--- config.mk ---
export PLATFORM = sky130hd
export DESIGN_NAME = pip_edge_eval
export DESIGN_NICKNAME = d
export VERILOG_FILES = /design/src/rtl/core/pip_pkg.sv /design/src/rtl/core/pip_edge_eval.sv
export SDC_FILE = /design/constraint.sdc
export NUM_CORES = 2
export LEC_CHECK = 0
export ABC_CLOCK_PERIOD_IN_PS = 6450
export BUFFER_PORTS_ARGS = -buffer_cell sky130_fd_sc_hd__buf_4
export CAP_MARGIN = 5
export CORE_MARGIN = 10
export CORE_UTILIZATION = 28
export DETAILED_ROUTE_END_ITERATION = 7
export PLACE_DENSITY_LB_ADDON = 0.1
export SLEW_MARGIN = 10
export SYNTH_ARGS = -nofsm -noshare
export SYNTH_HDL_FRONTEND = slang
export SYNTH_SLANG_ARGS = --single-unit
--- constraint.sdc ---
create_clock -name i_clk -period 6.45 [get_ports i_clk]
set_input_delay 1.29 -clock i_clk [delete_from_list [all_inputs] [get_ports i_clk]]
set_output_delay 1.29 -clock i_clk [all_outputs]
set_load 0.03 [all_outputs]
--- src/rtl/core/pip_pkg.sv ---
// Shared types and constants for the point-in-polygon test block.
// Used by pip_cell, pip_edge_eval and point_in_polygon_test; no dependencies.
`default_nettype none

package pip_pkg;

    localparam int COORD_W           = 16;
    localparam int DIFF_W            = COORD_W + 1;
    localparam int PROD_W            = 2 * DIFF_W;
    localparam int VCOUNT_W          = 7;
    localparam int ACT_W             = 2;
    localparam int S_TDATA_W         = 2 * COORD_W;
    localparam int M_TDATA_W         = 16;
    localparam int M_PAD_W           = M_TDATA_W - VCOUNT_W - 2;
    localparam int MAX_VERTICES_DFLT = 64;
    localparam int MIN_POLY_VERTICES = 3;

    // Drain counter value at which the parity is final and the test result is loaded
    localparam logic [1:0] DRAIN_CYC = 2'd2;

    localparam logic [ACT_W-1:0] ACT_CLEAR  = 2'd0;
    localparam logic [ACT_W-1:0] ACT_APPEND = 2'd1;
    localparam logic [ACT_W-1:0] ACT_TEST   = 2'd2;

    typedef struct packed {
        logic signed [COORD_W-1:0] y;
        logic signed [COORD_W-1:0] x;
    } t_vertex;

    // Edge from vertex a to vertex b (b is the vertex before a)
    typedef struct packed {
        t_vertex a;
        t_vertex b;
    } t_edge;

endpackage

`default_nettype wire

--- src/rtl/core/pip_edge_eval.sv ---
// Pipelined edge crossing unit: differences, cross products, compare and
// parity toggle, one edge per cycle. Depends on pip_pkg.
`default_nettype none

module pip_edge_eval (
    input  wire                                i_clk,
    input  wire                                i_rst_n,
    input  wire                                i_clear,
    input  wire                                i_edge_vld,
    input  pip_pkg::t_edge                     i_edge,
    input  wire signed [pip_pkg::COORD_W-1:0]  i_px,
    input  wire signed [pip_pkg::COORD_W-1:0]  i_py,
    output logic                               o_parity
);

    logic signed [pip_pkg::DIFF_W-1:0] r_dax, r_dy, r_dbx, r_dpy;
    logic                              r_v1, r_cross1;
    logic signed [pip_pkg::PROD_W-1:0] r_lhs, r_rhs;
    logic                              r_v2, r_dypos;
    logic                              r_parity;
    logic                              w_straddle;
    logic                              w_left;

    assign w_straddle = (i_edge.a.y > i_py) != (i_edge.b.y > i_py);

    // stage 1: differences
    always_ff @(posedge i_clk) begin
        r_dax    <= pip_pkg::DIFF_W'(i_px) - pip_pkg::DIFF_W'(i_edge.a.x);
        r_dy     <= pip_pkg::DIFF_W'(i_edge.b.y) - pip_pkg::DIFF_W'(i_edge.a.y);
        r_dbx    <= pip_pkg::DIFF_W'(i_edge.b.x) - pip_pkg::DIFF_W'(i_edge.a.x);
        r_dpy    <= pip_pkg::DIFF_W'(i_py) - pip_pkg::DIFF_W'(i_edge.a.y);
        r_cross1 <= w_straddle;
    end

    // stage 2: cross products
    always_ff @(posedge i_clk) begin
        r_lhs   <= r_dax * r_dy;
        r_rhs   <= r_dbx * r_dpy;
        r_dypos <= r_dy > 0;
    end

    // reverse the compare sense when the edge runs downward
    assign w_left = r_dypos ? (r_lhs < r_rhs) : (r_lhs > r_rhs);

    always_ff @(posedge i_clk) begin
        if (!i_rst_n) begin
            r_v1     <= 1'b0;
            r_v2     <= 1'b0;
            r_parity <= 1'b0;
        end else begin
            r_v1 <= i_edge_vld;
            r_v2 <= r_v1 && r_cross1;
            if (i_clear) begin
                r_parity <= 1'b0;
            end else if (r_v2 && w_left) begin
                r_parity <= !r_parity;
            end
        end
    end

    assign o_parity = r_parity;

endmodule

`default_nettype wire

---- After elaboration in Yosys (flattened, before gate mapping) ----
Index checks and enable logic that the tools add are counted.
Widths: inputs -> output; s select.
cells by class
  add/subtract/negate cells ............... 4
  multiply operators ...................... 2
  order comparisons ....................... 5
  equal/unequal tests ..................... 1
  muxes and demuxes ....................... 1
  bitwise logic cells ..................... 1
  reductions and logical operators ........ 4
operators with widths
  cell                 count
  $mul 17x17->34       2
  $sub 16x16->17       4
  $gt 34x34->1         1
  $lt 34x34->1         1
  $gt 16x16->1         2
  $gt 17x1->1 const B  1
  $logic_and 1x1->1    2
  $reduce_or 2->1      1
  $logic_not 1->1      1
  $mux 1               1
  $ne 1x1->1           1
  $not 1->1            1
storage, ports and cells
  bits in registers ....................... 141
  bits of input ports ..................... 100
  output and inout port bits .............. 1
  logic and storage cells ................. 29

---- Longest topological paths before layout ----
  depth after elaboration ................. 3
  depth in mapped cells ................... 25
  mapped depth without buffers ............ 23

---- Worst setup path before layout ----
No wires, ideal clock.
  path kind ............................... flip-flop to flip-flop
  start point ............................. register r_dpy[8] (netlist name)
  end point ............................... register r_rhs[33] (netlist name)
  setup time .............................. 0.072 ns
  arrival ................................. 6.005 ns
  data required time ...................... 6.378 ns
  slack ................................... 0.373 ns
  stages on the path, launching flop included .. 26
  path buffers ............................ 3
  period minus slack after synthesis ...... 6.077 ns
  cell sequence ........................... dfxtp_1 -> clkbuf_1 -> clkbuf_1 -> nand2_1 -> fa_1 -> inv_1 -> fa_1 -> inv_1 -> fa_1 -> inv_1 -> fa_1 -> fa_1 -> inv_1 -> fa_1 -> inv_1 -> ha_1 -> clkbuf_1 -> a21oi_1 -> o21ai_0 -> nor3_1 -> a31oi_1 -> a311oi_1 -> a21oi_1 -> a211o_1 -> a21oi_1 -> xnor2_1
between the ends
  cells in the longest elaborated chain, start to end .. 1
ends and longest elaborated chain
  element                 line                 text
  from (decl)             pip_edge_eval.sv:16  logic signed [pip_pkg::DIFF_W-1:0] r_dax, r_dy, r_dbx, r_dpy;
  from (signal assigned)  pip_edge_eval.sv:31  r_dpy <= pip_pkg::DIFF_W'(i_py) - pip_pkg::DIFF_W'(i_edge.a.y);
  $mul 17x17->34          pip_edge_eval.sv:38  r_rhs <= r_dbx * r_dpy;
  to (signal assigned)    pip_edge_eval.sv:38
  to (decl)               pip_edge_eval.sv:18  logic signed [pip_pkg::PROD_W-1:0] r_lhs, r_rhs;
Every way passes these cells.
A chain may end at the register's enable or synchronous reset.

---- Worst setup path after layout ----
  start point ............................. register r_dbx[7] (netlist name)
  end point ............................... register r_rhs[32] (netlist name)
between the ends
  cells in the longest elaborated chain, start to end .. 1
ends and longest elaborated chain
  element                 line                 text
  from (decl)             pip_edge_eval.sv:16
  from (signal assigned)  pip_edge_eval.sv:30  r_dbx <= pip_pkg::DIFF_W'(i_edge.b.x) - pip_pkg::DIFF_W'(i_edge.a.x);
  $mul 17x17->34          pip_edge_eval.sv:38
Every way passes these cells.

==> qor.yml <==
outcome:
  status: "complete, no violations"
run:
  maxCapViolations: 0
global_route:
  grt_pass1_vias: 23889
  track_usage_pct: 14.85
  antenna_found_initial: 9
  gr-total-overflow: 0
  grt_pass1_wl_mm: 134.7
  grt_max_degree: 19
critical_path:
  worstRegToRegCells: 20
  cp.arrival_ps: 6590
  endpoint_kind: "flop"
  cp.required_ps: 6860
  max_stage_delay_ps: 590
  path_cells: "buf_4, and2_1, fa_1, inv_1, fa_1, fa_1, inv_1, fa_1, fa_1, fa_1, ha_1, a21o_1, a21o_1, a21oi_1, o21a_1, a21boi_1, a41o_1, a41o_1, o41ai_2, xnor2_1"
  reg2reg_from: "r_dbx[7]$_DFF_P_"
  start_kind: "flop"
  crit_fanout: 8
  crit_type: "reg -> reg"
  rrSetupSlack_ps: 270
  r2r-end: "r_rhs[32]$_DFF_P_"
  cpMaxStageDelayCell: "fa_1"
  cp_common_cell: "fa_1"
layout:
  fillers: 10842
  drive_above_1_share_pct: 9.325
  final_cell_mix: "inv_1, fa_1, nand2_1"
  nets: 4271
  final_common_cell: "inv_1"
  area_delta_synth_final_pct: 13.52
logic_synthesis:
  synthesis.area_um2: 28780
  yosys_warnings: 0
  synth_seq_area_share_pct: 9.807
  avgSynthCellArea_um2: 9.219
  ys_seq_elements: 141
  async_flop_share_pct: 0
  synth-main-ff-cell: "dfxtp_1"
  synth_edf_count: 0
  synth.distinct_cells: 64
  syn_nets: 4103
  synth_cells: 3122
min_path:
  hold_end: "o_parity$_SDFFE_PP0P_"
  min_from: "o_parity$_SDFFE_PP0P_"
  hp-class: "reg -> reg"
  min_path_cells: 2
floorplan:
  die_h_um: 340.6
  num_io_pins: 101
  core_um2: 101900
  die_w_um: 340.6
  rows: 117
  initial_core_util_pct: 28.25
  dieArea_um2: 116000
clock_tree:
  clk_latency_ps: 490
  cts.path.max_buffers: 2
  postCtsHoldBufs: 0
  numCtsBuffers: 17
  cts_sinks: 141
  clk_pin_slew_worst_paths_ps: 70
  cts-root-buf: "clkbuf_16"
  post_cts_buffers: 0
  cts_tree: "built"
  h-tree-depth: 4
timing:
  tightest_slew_ps: 1287
  grt_setup_unrepaired: "yes"
  finalSetupViolCount: 0
  clock.fmax_mhz: 161.9
  finalCritPeriodShare_pct: 95.75
  period_needed_ps: 6176
  fin_skew_ps: 23.61
  max_slew_margin_pct: 13.29
  fin_hold_ws_ps: 523.4
  finalHoldViolCount: 0
  finalMaxSlewViolations: 0
routing:
  drtAntennaViolNets: 0
  vias: 20898
  firstDrtPassIters: 5
  wirelength_mm: 82.72
  drt_iter0_drc: 906
  wl_per_cell_um: 17.71
  drc: 0
  routed_via_density: 4.473
place:
  hpwl_mm: 73.56
  gp_congestion: 0.8585
  io_buffers: 100
## stage by stage
stage               cells  util, %  setup slack (ps)  TNS (ps)  area [um^2]
floorplan            3122        -             373.2         0        28780
global placement     4639    31.43            -86.71    -87.41        32020
detailed placement   4639    31.43            -126.3    -240.9        32020
CTS                  4671    31.99             17.40         0        32590
global route         4671    32.06            -18.88    -18.88        32670
finish               4672    32.07             274.0         0        32670
## worst max-delay path by stage
stage          cells past startpoint                end  slack (ps)              start
3_5_place_dp                      22  r_rhs[33]$_DFF_P_        -130   r_dbx[5]$_DFF_P_
2_1_floorplan                     25  r_rhs[33]$_DFF_P_         370   r_dpy[8]$_DFF_P_
5_1_grt                           22  r_rhs[33]$_DFF_P_         -20   r_dbx[7]$_DFF_P_
4_1_cts                           20  r_rhs[33]$_DFF_P_          20  r_dpy[13]$_DFF_P_
3_3_place_gp                      22  r_rhs[33]$_DFF_P_         -90   r_dpy[8]$_DFF_P_
6_report                          20  r_rhs[32]$_DFF_P_         270   r_dbx[7]$_DFF_P_
## critical path, delay by kind of cell (launching register included)
kind                     cells  cell delay [ps]
XOR/XNOR                     1              160
flip-flops                   1              370
adder cells (fa/ha/maj)      7             3300
AO/OA/AOI/OAI                8             1810
buffers and inverters        3              290
AND/OR/NAND/NOR              1              180
## synthesized netlist by cell type (28+ instances only)
cell type	n	share of area, %
inv_1	725	9.5
fa_1	596	41
nand2_1	319	4.2
and2_1	299	6.5
ha_1	285	12
dfxtp_1	141	9.8
xnor2_1	91	2.8
nor2_1	82	1.1
a21oi_1	81	1.4
clkbuf_1	79	1.0
o21ai_0	47	0.82
a21o_1	43	1.1
nor3_1	38	0.66
nand3_1	36	0.63
nor2b_1	28	0.61
## cell families after synthesis
group | share of synthesized area, %
DFF | 9.807
AOI/OAI and AO/OA | 6.673
adders and majority gates | 53.85
buffers and inverters | 10.50
and+or+nand+nor | 15.72
muxes | 0.1087
xor gates and xnor gates | 3.347
## layout make-up
type | count | area (um^2) | area share, %
diodes | 1 | 2.502 | 0.007659
clock buffers | 19 | 452.9 | 1.386
multi-input cells | 2176 | 22970 | 70.31
inverters | 725 | 2721 | 8.329
clock inverters | 13 | 103.9 | 0.3179
well taps | 1368 | 1712 | 5.239
repair buffers | 229 | 1832 | 5.606
flip-flops and latches | 141 | 2878 | 8.808
## registers in the layout (all words and copies together), names as in the netlist
| register | count |
|---|---|
| o_parity | 1 |
| r_cross1 | 1 |
| r_dax | 17 |
| r_dbx | 17 |
| r_dpy | 17 |
| r_dy | 17 |
| r_dypos | 1 |
| r_lhs | 34 |
| r_rhs | 34 |
| r_v1 | 1 |
| r_v2 | 1 |
## per-layer routing
metal / GRT usage, % / vias to the layer above / wire (um)
met1: 20.08 / 10722 / 39150
met5: 0 / - / 84
li1: - / 9828 / -
met2: 25.09 / 278 / 39500
met4: 1.966 / 14 / 684
met3: 2.722 / 56 / 3303
## repair_timing
item,4_1_cts,5_1_grt
resized for setup,7,36
pin swaps,0,1
endpoints found under the setup margin,4,11
Power is left out: the tool's default activity adds up to more than one toggle a clock period on the data nets, which glitch-free logic cannot reach.
